## config.mk

```make
export PLATFORM = sky130hd
export DESIGN_NAME = mjpeg_frame_deframer
export DESIGN_NICKNAME = d
export VERILOG_FILES = /design/src/hw/rtl/mjfd_pkg.sv /design/src/hw/rtl/mjpeg_frame_deframer.sv /design/src/hw/rtl/mjfd_parse.sv /design/src/hw/rtl/mjfd_outq.sv /design/src/hw/rtl/mjfd_top_dummy_never.sv
export SDC_FILE = /design/constraint.sdc
export NUM_CORES = 1
export LEC_CHECK = 0
export BUFFER_PORTS_ARGS = -buffer_cell sky130_fd_sc_hd__buf_2
export CORE_UTILIZATION = 45
export DETAILED_ROUTE_END_ITERATION = 6
export PLACE_DENSITY = 0.73
export SYNTH_ARGS = -nofsm -noshare
export SYNTH_HDL_FRONTEND = slang
export SYNTH_HIERARCHICAL = 1
export SYNTH_SLANG_ARGS = --single-unit
```

## constraint.sdc

```tcl
create_clock -name clk -period 3.6 [get_ports clk]
set_input_delay 0.36 -clock clk [delete_from_list [all_inputs] [get_ports clk]]
set_output_delay 0.36 -clock clk [all_outputs]
set_load 0.02 [all_outputs]
```

## src/hw/rtl/mjfd_pkg.sv

```systemverilog
`timescale 1ns / 1ps
// ----------------------------------------------------------------------------
// mjfd_pkg
// shared types and constants of the mjpeg frame deframer
// ----------------------------------------------------------------------------
package mjfd_pkg;

	localparam int BYTE_W   = 8;
	localparam int DISP_W   = 13;
	localparam int DIM_W    = 16;
	localparam int LEN_W    = 17;
	localparam int STATUS_W = 2;
	localparam int SCALE_W  = 2;
	localparam int CFG_IDX_W = 1;

	// register indexes of the config port
	localparam logic [CFG_IDX_W-1:0] REG_DISPLAY_WIDTH  = 1'd0;
	localparam logic [CFG_IDX_W-1:0] REG_DISPLAY_HEIGHT = 1'd1;

	localparam logic [DISP_W-1:0] DISPLAY_WIDTH_RST  = 13'd800;
	localparam logic [DISP_W-1:0] DISPLAY_HEIGHT_RST = 13'd480;

	// result status codes
	localparam logic [STATUS_W-1:0] ST_OK        = 2'd0;
	localparam logic [STATUS_W-1:0] ST_TOO_SHORT = 2'd1;
	localparam logic [STATUS_W-1:0] ST_TOO_LONG  = 2'd2;
	localparam logic [STATUS_W-1:0] ST_OVERFLOW  = 2'd3;

	// marker bytes
	localparam logic [BYTE_W-1:0] MK_FF   = 8'hFF;
	localparam logic [BYTE_W-1:0] MK_SOI  = 8'hD8;
	localparam logic [BYTE_W-1:0] MK_EOI  = 8'hD9;
	localparam logic [BYTE_W-1:0] MK_SOF0 = 8'hC0;
	localparam logic [BYTE_W-1:0] MK_SOF2 = 8'hC2;

	typedef struct packed {
		logic [STATUS_W-1:0] status;
		logic [LEN_W-1:0]    frame_len;
		logic                size_found;
		logic [DIM_W-1:0]    image_width;
		logic [DIM_W-1:0]    image_height;
		logic [SCALE_W-1:0]  scale_code;
	} mjfd_result_t;

endpackage

```

## src/hw/rtl/mjpeg_frame_deframer.sv

```systemverilog
`timescale 1ns / 1ps
// ----------------------------------------------------------------------------
// mjpeg_frame_deframer
// finds FF D8 .. FF D9 frames in an mjpeg byte stream and reports length,
// header size, downscale code, or a buffer overflow
// ----------------------------------------------------------------------------
//  channel | signals                                 | direction
//  --------+-----------------------------------------+----------
//  in      | in_valid, in_stall, data_byte           | byte items in
//  out     | out_valid, out_stall, status, frame_len,| result items out
//          | size_found, image_width, image_height,  |
//          | scale_code                              |
//  cfg     | cfg_we, cfg_addr, cfg_wdata             | register writes
//
// one byte item per cycle sustained while no result item waits on a stalled
// result register; a byte is captured in the input register, processed in
// mjfd_parse and its result item is loaded into the result register, which
// drives the output; throughput is set by the state update in mjfd_parse
// reset clears all scan state, the buffer count and both register stages;
// display limits come up at 800 x 480
// in_stall rises only when a byte that ends a frame or fills the buffer
// waits for a stalled result register
// ----------------------------------------------------------------------------
module mjpeg_frame_deframer #(
	parameter int BUFFER_BYTES    = 65536,
	parameter int HEADER_WINDOW   = 512,
	parameter int MIN_FRAME_BYTES = 64
) (
	input  logic                             clk,
	input  logic                             arst_n,
	// byte items
	input  logic                             in_valid,
	output logic                             in_stall,
	input  logic [mjfd_pkg::BYTE_W-1:0]      data_byte,
	// result items
	output logic                             out_valid,
	input  logic                             out_stall,
	output logic [mjfd_pkg::STATUS_W-1:0]    status,
	output logic [mjfd_pkg::LEN_W-1:0]       frame_len,
	output logic                             size_found,
	output logic [mjfd_pkg::DIM_W-1:0]       image_width,
	output logic [mjfd_pkg::DIM_W-1:0]       image_height,
	output logic [mjfd_pkg::SCALE_W-1:0]     scale_code,
	// config writes
	input  logic                             cfg_we,
	input  logic [mjfd_pkg::CFG_IDX_W-1:0]   cfg_addr,
	input  logic [mjfd_pkg::DISP_W-1:0]      cfg_wdata
);

	// input register
	logic                         valid_s1;
	logic [mjfd_pkg::BYTE_W-1:0]  byte_s1;

	logic [mjfd_pkg::DISP_W-1:0]  disp_w, disp_h;
	logic                         res_valid;
	mjfd_pkg::mjfd_result_t       res;
	logic                         can_load;
	logic                         advance;
	logic                         in_acc;
	mjfd_pkg::mjfd_result_t       out_res;

	// a byte that gives no result never waits on the output side
	assign advance  = valid_s1 && (!res_valid || can_load);
	assign in_stall = valid_s1 && !advance;
	assign in_acc   = in_valid && !in_stall;

	always_ff @(posedge clk or negedge arst_n) begin
		if (!arst_n) begin
			valid_s1 <= 1'b0;
		end else if (in_acc) begin
			valid_s1 <= 1'b1;
		end else if (advance) begin
			valid_s1 <= 1'b0;
		end
	end

	always_ff @(posedge clk) begin
		if (in_acc) begin
			byte_s1 <= data_byte;
		end
	end

	mjfd_cfg u_cfg (
		.clk       (clk),
		.arst_n    (arst_n),
		.cfg_we    (cfg_we),
		.cfg_addr  (cfg_addr),
		.cfg_wdata (cfg_wdata),
		.disp_w    (disp_w),
		.disp_h    (disp_h)
	);

	// scan state and result build
	mjfd_parse #(
		.BUFFER_BYTES    (BUFFER_BYTES),
		.HEADER_WINDOW   (HEADER_WINDOW),
		.MIN_FRAME_BYTES (MIN_FRAME_BYTES)
	) u_parse (
		.clk       (clk),
		.arst_n    (arst_n),
		.fire      (advance),
		.byte_s1   (byte_s1),
		.disp_w    (disp_w),
		.disp_h    (disp_h),
		.res_valid (res_valid),
		.res       (res)
	);

	// result register
	mjfd_outq u_outq (
		.clk       (clk),
		.arst_n    (arst_n),
		.load      (advance && res_valid),
		.load_res  (res),
		.out_stall (out_stall),
		.can_load  (can_load),
		.out_valid (out_valid),
		.out_res   (out_res)
	);

	assign status       = out_res.status;
	assign frame_len    = out_res.frame_len;
	assign size_found   = out_res.size_found;
	assign image_width  = out_res.image_width;
	assign image_height = out_res.image_height;
	assign scale_code   = out_res.scale_code;

endmodule

```

## src/hw/rtl/mjfd_parse.sv

```systemverilog
`timescale 1ns / 1ps
// ----------------------------------------------------------------------------
// mjfd_parse
// marker scan, header capture and buffer accounting, one byte per fire cycle
// ----------------------------------------------------------------------------
module mjfd_parse #(
	parameter int BUFFER_BYTES    = 65536,
	parameter int HEADER_WINDOW   = 512,
	parameter int MIN_FRAME_BYTES = 64
) (
	input  logic                              clk,
	input  logic                              arst_n,
	input  logic                              fire,
	input  logic [mjfd_pkg::BYTE_W-1:0]       byte_s1,
	input  logic [mjfd_pkg::DISP_W-1:0]       disp_w,
	input  logic [mjfd_pkg::DISP_W-1:0]       disp_h,
	output logic                              res_valid,
	output mjfd_pkg::mjfd_result_t            res
);

	localparam int CW = $clog2(BUFFER_BYTES);
	localparam int LW = CW + 1;
	localparam int HWB = $clog2(HEADER_WINDOW + 1);
	localparam int PW = ((LW > HWB) ? LW : HWB) + 1;

	localparam logic [1:0] HDR_LOOK    = 2'd0;
	localparam logic [1:0] HDR_COLLECT = 2'd1;
	localparam logic [1:0] HDR_FOUND   = 2'd2;
	localparam logic [1:0] HDR_GIVEUP  = 2'd3;

	localparam logic [2:0] IDX_H_HI = 3'd3;
	localparam logic [2:0] IDX_H_LO = 3'd4;
	localparam logic [2:0] IDX_W_HI = 3'd5;
	localparam logic [2:0] IDX_W_LO = 3'd6;

	logic [CW-1:0]               fill_q, fill_n;
	logic                        in_frame_q, in_frame_n;
	logic                        last_ff_q, last_ff_n;
	logic [CW-1:0]               off_q, off_n;
	logic [1:0]                  hdr_q, hdr_n;
	logic [2:0]                  idx_q, idx_n;
	logic [mjfd_pkg::DIM_W-1:0]  w_q, w_n, h_q, h_n;

	logic                        is_end, is_ovf, is_sof;
	logic [LW-1:0]               len;
	logic [PW-1:0]               last_pos;

	function automatic logic [mjfd_pkg::SCALE_W-1:0] fit_code(
		input logic [mjfd_pkg::DIM_W-1:0]  w,
		input logic [mjfd_pkg::DIM_W-1:0]  h,
		input logic [mjfd_pkg::DISP_W-1:0] dw,
		input logic [mjfd_pkg::DISP_W-1:0] dh
	);
		logic [16:0] wx, hx;
		wx = {1'b0, w};
		hx = {1'b0, h};
		if (wx <= {4'b0, dw} && hx <= {4'b0, dh})
			return 2'd0;
		else if (wx <= {3'b0, dw, 1'b0} && hx <= {3'b0, dh, 1'b0})
			return 2'd1;
		else if (wx <= {2'b0, dw, 2'b0} && hx <= {2'b0, dh, 2'b0})
			return 2'd2;
		else
			return 2'd3;
	endfunction

	always_comb begin
		fill_n     = fill_q + CW'(1);
		in_frame_n = in_frame_q;
		last_ff_n  = (byte_s1 == mjfd_pkg::MK_FF);
		off_n      = off_q;
		hdr_n      = hdr_q;
		idx_n      = idx_q;
		w_n        = w_q;
		h_n        = h_q;
		is_end     = 1'b0;
		is_sof     = (byte_s1 == mjfd_pkg::MK_SOF0) || (byte_s1 == mjfd_pkg::MK_SOF2);
		len        = {1'b0, off_q} + LW'(1);
		// last header byte sits 7 past the marker code byte
		last_pos   = PW'(off_q) + PW'(7);

		if (!in_frame_q) begin
			if (last_ff_q && byte_s1 == mjfd_pkg::MK_SOI) begin
				in_frame_n = 1'b1;
				off_n      = CW'(2);
				hdr_n      = HDR_LOOK;
				idx_n      = 3'd0;
				w_n        = '0;
				h_n        = '0;
			end
		end else begin
			off_n = off_q + CW'(1);
			if (hdr_q == HDR_COLLECT) begin
				case (idx_q)
					IDX_H_HI: h_n = {byte_s1, 8'h00};
					IDX_H_LO: h_n = {h_q[15:8], byte_s1};
					IDX_W_HI: w_n = {byte_s1, 8'h00};
					IDX_W_LO: begin
						w_n   = {w_q[15:8], byte_s1};
						hdr_n = HDR_FOUND;
					end
					default: ;
				endcase
				idx_n = idx_q + 3'd1;
			end else if (hdr_q == HDR_LOOK && last_ff_q && is_sof) begin
				if (last_pos < PW'(HEADER_WINDOW)) begin
					hdr_n = HDR_COLLECT;
					idx_n = 3'd0;
				end else begin
					hdr_n = HDR_GIVEUP;
				end
			end
			if (last_ff_q && byte_s1 == mjfd_pkg::MK_EOI) begin
				is_end     = 1'b1;
				in_frame_n = 1'b0;
				fill_n     = '0;
				last_ff_n  = 1'b0;
			end
		end

		is_ovf = !is_end && (fill_q == CW'(BUFFER_BYTES - 1));
		if (is_ovf) begin
			fill_n     = '0;
			in_frame_n = 1'b0;
			last_ff_n  = 1'b0;
			off_n      = '0;
			hdr_n      = HDR_LOOK;
			idx_n      = 3'd0;
			w_n        = '0;
			h_n        = '0;
		end
	end

	always_comb begin
		res_valid = is_end || is_ovf;
		res       = '0;
		if (is_ovf) begin
			res.status = mjfd_pkg::ST_OVERFLOW;
		end else begin
			res.frame_len = mjfd_pkg::LEN_W'(len);
			if (len < LW'(MIN_FRAME_BYTES)) begin
				res.status = mjfd_pkg::ST_TOO_SHORT;
			end else if (len >= LW'(BUFFER_BYTES)) begin
				res.status = mjfd_pkg::ST_TOO_LONG;
			end else begin
				res.status = mjfd_pkg::ST_OK;
				if (hdr_n == HDR_FOUND) begin
					res.size_found   = 1'b1;
					res.image_width  = w_n;
					res.image_height = h_n;
					res.scale_code   = fit_code(w_n, h_n, disp_w, disp_h);
				end
			end
		end
	end

	always_ff @(posedge clk or negedge arst_n) begin
		if (!arst_n) begin
			fill_q     <= '0;
			in_frame_q <= 1'b0;
			last_ff_q  <= 1'b0;
			off_q      <= '0;
			hdr_q      <= HDR_LOOK;
			idx_q      <= 3'd0;
			w_q        <= '0;
			h_q        <= '0;
		end else if (fire) begin
			fill_q     <= fill_n;
			in_frame_q <= in_frame_n;
			last_ff_q  <= last_ff_n;
			off_q      <= off_n;
			hdr_q      <= hdr_n;
			idx_q      <= idx_n;
			w_q        <= w_n;
			h_q        <= h_n;
		end
	end

endmodule

```

## src/hw/rtl/mjfd_outq.sv

```systemverilog
`timescale 1ns / 1ps
// ----------------------------------------------------------------------------
// mjfd_outq
// result register holding one item until the consumer takes it
// ----------------------------------------------------------------------------
module mjfd_outq (
	input  logic                   clk,
	input  logic                   arst_n,
	input  logic                   load,
	input  mjfd_pkg::mjfd_result_t load_res,
	input  logic                   out_stall,
	output logic                   can_load,
	output logic                   out_valid,
	output mjfd_pkg::mjfd_result_t out_res
);

	logic                   valid_q;
	mjfd_pkg::mjfd_result_t res_q;

	// free when empty or when the held item leaves this cycle
	assign can_load  = !valid_q || !out_stall;
	assign out_valid = valid_q;
	assign out_res   = res_q;

	always_ff @(posedge clk or negedge arst_n) begin
		if (!arst_n) begin
			valid_q <= 1'b0;
		end else if (load) begin
			valid_q <= 1'b1;
		end else if (!out_stall) begin
			valid_q <= 1'b0;
		end
	end

	always_ff @(posedge clk) begin
		if (load) begin
			res_q <= load_res;
		end
	end

endmodule

```

## src/hw/rtl/mjfd_top_dummy_never.sv

```systemverilog
`timescale 1ns / 1ps
// ----------------------------------------------------------------------------
// mjfd_cfg
// display limit registers written through the config port
// ----------------------------------------------------------------------------
module mjfd_cfg (
	input  logic                           clk,
	input  logic                           arst_n,
	input  logic                           cfg_we,
	input  logic [mjfd_pkg::CFG_IDX_W-1:0] cfg_addr,
	input  logic [mjfd_pkg::DISP_W-1:0]    cfg_wdata,
	output logic [mjfd_pkg::DISP_W-1:0]    disp_w,
	output logic [mjfd_pkg::DISP_W-1:0]    disp_h
);

	logic [mjfd_pkg::DISP_W-1:0] disp_w_q, disp_h_q;

	assign disp_w = disp_w_q;
	assign disp_h = disp_h_q;

	always_ff @(posedge clk or negedge arst_n) begin
		if (!arst_n) begin
			disp_w_q <= mjfd_pkg::DISPLAY_WIDTH_RST;
			disp_h_q <= mjfd_pkg::DISPLAY_HEIGHT_RST;
		end else if (cfg_we) begin
			case (cfg_addr)
				mjfd_pkg::REG_DISPLAY_WIDTH:  disp_w_q <= cfg_wdata;
				mjfd_pkg::REG_DISPLAY_HEIGHT: disp_h_q <= cfg_wdata;
				default: ;
			endcase
		end
	end

endmodule

```

## Word-level counts from Yosys, hierarchy flattened

Cells that the tools add are included.

| word-level totals | value |
|---|---|
| input bits | 27 |
| output and inout port bits | 56 |
| register bits | 161 |
| logic and storage cells | 134 |

| operators by class | value |
|---|---|
| eq/ne operators | 15 |
| bitwise logic cells | 2 |
| reductions and logical operators | 34 |
| $add $sub $neg | 5 |
| $lt $le $gt $ge | 9 |
| multiplexer cells | 48 |

Operators by type and width:

| operator | number |
|---|---|
| $mux W16 | 14 |
| $pmux W16 S2 | 2 |
| $eq A8 B8 Y1 const B | 5 |
| $mux W35 | 1 |
| $add A16 B1 Y16 const B | 2 |
| $le A16 B13 Y1 | 2 |
| $le A16 B14 Y1 | 2 |
| $le A16 B15 Y1 | 2 |
| $mux W2 | 11 |
| $lt A18 B10 Y1 const B | 1 |
| $mux W3 | 6 |
| $add A16 B1 Y17 const B | 1 |
| $add A16 B3 Y17 const B | 1 |
| $ge A17 B17 Y1 const B | 1 |
| $lt A17 B7 Y1 const B | 1 |
| $eq A16 B16 Y1 const B | 1 |
| $mux W1 | 14 |
| $logic_and A1 B1 Y1 | 12 |
| $eq A3 B3 Y1 const B | 3 |
| $ne A4 B4 Y1 const B | 2 |
| $logic_not A1 Y1 | 6 |
| $reduce_and A2 Y1 | 3 |
| $reduce_or A6 Y1 | 1 |
| $reduce_or A5 Y1 | 1 |
| 14 further kinds | 18 |

## Logic depth before layout (Yosys ltp)

| logic depth | value |
|---|---|
| word-level depth | 15 |
| gate-level depth with buffers | 18 |
| mapped depth without buffers | 17 |

## Cells and area by module

Netlist, hierarchy kept.

Modules (own cells, without submodules):

| module | cells each | sequential area each (um2) | times used | area an instance (um2) |
|---|---|---|---|---|
| mjfd_parse | 809 | 1776.7 | 1 | 6687.7 |
| mjfd_outq | 57 | 1646.6 | 1 | 1657.8 |
| mjfd_cfg | 56 | 659.4 | 1 | 1032.2 |
| mjpeg_frame_deframer | 16 | 265.3 | 1 | 320.3 |

## Least setup slack after synthesis

No wires, ideal clock.

| timing | value |
|---|---|
| kind | register -> register |
| start point | register u_parse.fill_q[0] |
| end point | register u_outq.res_q (netlist bit u_outq/out_res[1]) (data pin) |
| period minus slack after synthesis | 3.797 ns |
| path buffers | 3 |
| stages on the path, launching flop included | 17 |
| library setup time | 0.257 ns |
| arrival time | 3.540 ns |
| path slack | -0.197 ns |
| cell sequence | dfrtp_1 ha_1 nand3_1 nor4_1 and2_0 clkbuf_1 buf_2 buf_1 nor2_1 ha_1 nand3_1 or2_2 nor3_1 a41o_1 a21oi_1 a2111o_1 nor3b_1 |

| between the ends | value |
|---|---|
| longest elaborated chain between the ends | 6 |
| elaborated cells on any way between the ends | 14 |
| classes of those cells | order compare: 4; eq/ne: 2; mux: 3; bitwise: 1; reduce/logical: 4 |

RTL lines:

| element | RTL line | RTL |
|---|---|---|
| start: declaration | mjfd_parse.sv:36 | `logic [CW-1:0] fill_q, fill_n;` |
| start signal: assignment | mjfd_parse.sv:168 | `fill_q <= fill_n;` |
| $eq A16 B16 Y1 (*) | mjfd_parse.sv:121 | `is_ovf = !is_end && (fill_q == CW'(BUFFER_BYTES - 1));` |
| $logic_and A1 B1 Y1 (*) | mjfd_parse.sv:121 |  |
| $mux W16 (*) | mjfd_parse.sv:122 | `if (is_ovf) begin` |
| net u_parse.w_n (one bit) | mjfd_parse.sv:42 | `logic [mjfd_pkg::DIM_W-1:0] w_q, w_n, h_q, h_n;` |
| $le A16 B14 Y1 or $le A16 B13 Y1 (tied branches) | mjfd_parse.sv:59, mjfd_parse.sv:57 |  |
| $logic_and A1 B1 Y1, on equally long branches | mjfd_parse.sv:59, mjfd_parse.sv:57 |  |
| $reduce_or A6 Y1 (no line) (*) | n/a |  |
| end signal: assignment | mjfd_outq.sv:37 | `res_q <= load_res;` |
| end: declaration | mjfd_outq.sv:18 | `mjfd_pkg::mjfd_result_t res_q;` |

The timed path passes the listed nets; every way through them passes the cells marked *.
A chain may end at the register's enable or synchronous reset.

## Worst setup path after layout

| timing | value |
|---|---|
| start point | register u_parse.idx_q[1] |
| end point | register u_outq.res_q (netlist bit u_outq/out_res[1]) (data pin) |

| between the ends | value |
|---|---|
| longest elaborated chain between the ends | 8 |
| elaborated cells on any way between the ends | 25 |
| classes of those cells | order compare: 4; eq/ne: 5; mux: 12; bitwise: 1; reduce/logical: 3 |

RTL lines:

| element | RTL line | RTL |
|---|---|---|
| start: declaration | mjfd_parse.sv:41 | `logic [2:0] idx_q, idx_n;` |
| start signal: assignment | mjfd_parse.sv:173 | `idx_q <= idx_n;` |
| $eq A3 B3 Y1 or $eq A3 B2 Y1 (tied branches) | mjfd_parse.sv:94 | `case (idx_q)` |
| $pmux W16 S2 (*) | mjfd_parse.sv:94 |  |
| $mux W16 (*) | mjfd_parse.sv:93 | `if (hdr_q == HDR_COLLECT) begin` |
| $mux W16 (*) | mjfd_parse.sv:82 | `if (!in_frame_q) begin` |
| $mux W16 (*) | mjfd_parse.sv:122 |  |
| net u_parse.h_n (one bit) | mjfd_parse.sv:42 |  |
| $le A16 B14 Y1 or $le A16 B13 Y1 (tied branches) | mjfd_parse.sv:59, mjfd_parse.sv:57 |  |
| $logic_and A1 B1 Y1, on equally long branches | mjfd_parse.sv:59, mjfd_parse.sv:57 |  |
| $reduce_or A6 Y1 (no line) (*) | n/a |  |

Marked as above.

==> summary.txt <==
CTS Buf Count: 17
initial antenna violation count: 0
crit path DAT: 3.86 ns
Vias: 8438
Top Ports: 83
commonest cells after routing, fill and taps aside: 146 x buf_4, 92 x dfrtp_1, 92 x nor2_1, 81 x buf_2, 65 x ha_1
post-route setup slack: -0.0799 ns
Yosys top cell by area: dfrtp_1
dpl cell area: 11300 um2
CTS tree: yes
max-capacitance violation count: 0
Seq/Total Area, Yosys: 44.8%
fmax: 272 MHz
worst vdd ir: 0.337 mV
grt ovf: 0
Final nets: 1258
WP data required: 3.78 ns
failing checks: DRC, setup timing
R2R Path Start: u_parse/idx_q[1]
# setup viols final: 2
synthesized net count: 1044
Static Leak: 5.40 nW
root buffer cell: clkbuf_16
die width: 149 um
max-slew violations: 0
share of cells above drive strength 1: 38.5%
Hold Vio Cnt, Final: 0
power per cell area: 345 nW/um2
Residual DRC: 3
DP HPWL: 19.3 mm
Tmin final: 3.68 ns
Cell Rows: 53
placed cell count: 1382
unrepaired setup endpoints after global routing: true
status: finished with violations
cells after synthesis: 938
core area: 21100 um2
FFs w/ async S/R, synth: 61.5%
CP endpoint kind: flop
total global routing track utilization: 24.4%
die area: 22100 um2
vias in the first global route: 8008
filler cell count: 1672
gpl congestion: 0.939
Worst-path clk slew: 0.07 ns
Fin Hold WS: 0.102 ns
fin cells: 1440
final WL: 27.3 mm
Worst Setup SP: u_parse/idx_q[1]
H-tree Lvls: 4
Max clock buf depth: 2
Slew HR: 53.5%
die height: 149 um
Post-Syn Area: 9700 um2
Final Instance Area: 12700 um2
Yosys Warn Count: 6
Clk Latency, worst-skew pair: 0.43 ns
Worst setup SP type: flop
Mean Syn Cell Area: 10.3 um2
WS Path Type: flop to flop
number of flops mapped to enable cells by yosys: 62
synthesis-stage register bit count: 161
Initial Util: 46.0%
unique cell type count in the Yosys netlist: 84
Routed wire per std cell: 19.0 um
vias per inst: 5.86
Initial DRC Count: 686
area delta synth->final: 30.6%
first-pass GRT wire length: 42.0 mm
Sink Count: 161
largest net degree at the start of global routing: 52
1st-pass router iterations: 7
worst min-delay path class: input port to flop
Routed Antenna Nets: 0
crit path max fanout: 6
ANT cells: 0
Main synth FF type: dfrtp_1
Overall Power: 4.37 mW
Worst-Margin Slew: 0.697 ns
top cells by area, synth: dfrtp_1 24%, edfxtp_1 19%, ha_1 10%, mux2_2 5.2%, nor2_1 4.1%
buffers added on ports: 82
HP Start: data_byte[6]
Final Cycle Share: 102%
commonest non-fill, non-tap cell in the layout: buf_4
skew final: 0.0104 ns
top cell type's share of synthesized area: 23.7%
final core occ: 60.1%
==> worst max-delay path, cell delays in order (launching register included) <==
cell	delay [ns]
dfrtp_1	0.42
buf_4	0.15
ha_2	0.17
mux2_4	0.29
a21oi_4	0.29
a22oi_2	0.13
nor2_4	0.23
ha_4	0.24
a211oi_2	0.22
o21ai_1	0.08
o221a_2	0.24
nor2_1	0.14
maj3_2	0.21
o21ai_2	0.07
a2111o_1	0.39
nor3b_2	0.16
==> kinds of logic (layout without fill, tap and decap cells) <==
| kind of cell | Yosys count | count (layout) | share of synthesized area [%] |
|---|---|---|---|
| DFF | 161 | 161 | 44.8 |
| AOI/OAI and AO/OA | 201 | 201 | 14.0 |
| buffers and inverters | 88 | 315 | 3.90 |
| muxes | 59 | 59 | 7.19 |
| xor gates and xnor gates | 25 | 25 | 2.26 |
| adders and majority gates | 81 | 81 | 10.4 |
| and+or+nand+nor | 323 | 323 | 17.5 |
==> state kept, by name, indices dropped and copies added, names as in the netlist <==
register / flops
u_outq/out_res: 54
u_parse/fill_q: 16
u_parse/h_q: 16
u_parse/off_q: 16
u_parse/w_q: 16
u_cfg/disp_h: 13
u_cfg/disp_w: 13
byte_s1: 8
u_parse/idx_q: 3
u_parse/hdr_q: 2
u_outq/out_valid: 1
u_parse/in_frame_q: 1
u_parse/last_ff_q: 1
valid_s1: 1
==> per-stage QoR <==
step	TNS (ns)	setup slack [ns]
6_report	-0.137	-0.0799
3_3_place_gp	-0.439	-0.284
3_5_place_dp	-0.611	-0.321
4_1_cts	0	0.00237
5_1_grt	-0.333	-0.177
2_1_floorplan	0	0.00330
==> report_power, final <==
| group | leakage (nW) | switching, mW | internal [mW] |
|---|---|---|---|
| clock | 0.272 | 0.824 | 0.908 |
| sequential | 1.74 | 0.0736 | 1.98 |
| combinational | 3.39 | 0.318 | 0.260 |
==> final cells by class <==
type	count	area [um2]	share of cell area [%]
multi-input cells	689	5540	43.8
clock buffers	18	429	3.39
flip-flops and latches	161	4350	34.3
inverters	40	150	1.19
repair buffers	243	1720	13.6
clock inverters	14	129	1.02
well taps	275	344	2.72
==> path summary, 6_finish.rpt <==
path	cells after the start	slack (ns)	to
max	15	-0.08	u_outq/out_res[1]
min	1	0.10	byte_s1[6]
min reg2reg	1	0.50	u_outq/out_valid
max in group asynchronous	3	2.31	u_cfg/disp_w[5]
max reg2reg	15	-0.08	u_outq/out_res[1]
min in group asynchronous	2	0.51	u_parse/off_q[14]
==> layer usage <==
| layer | wire (um) | track usage (%) | vias to the layer above |
|---|---|---|---|
| li1 | - | - | 3922 |
| met1 | 12100 | 33.5 | 4080 |
| met2 | 12900 | 39.3 | 371 |
| met3 | 1700 | 4.31 | 65 |
| met4 | 644 | 7.50 | 0 |
| met5 | 0 | 0 | - |
==> cell usage after synthesis, types with 6 or more instances <==
cell type and n:
nor2_1 106, dfrtp_1 92, ha_1 79, edfxtp_1 62
nand2_1 58, o21ai_0 46, mux2_2 45, a21oi_1 43
inv_1 40, nand4_1 31, nand3_1 29, clkbuf_1 28
a22oi_1 20, nor3_1 15, and3_1 14, xnor2_1 14
o31ai_1 11, xor2_1 11, a21o_1 10, mux2_4 10
buf_2 9, nor2b_1 9, dfstp_2 7, nand2b_1 7
o211ai_1 7, a211oi_1 6, a32oi_1 6, nor4_1 6
or3_1 6
==> repair_timing <==
item | in CTS | in global routing
resized for setup | 46 | 80
hold buffers | 1 | 0
endpoints found under the hold margin | 4 | 0
buffers inserted | 4 | 21
endpoints found under the setup margin | 2 | 2
pin swaps | 9 | 54
(Power assumes the default switching activity.)
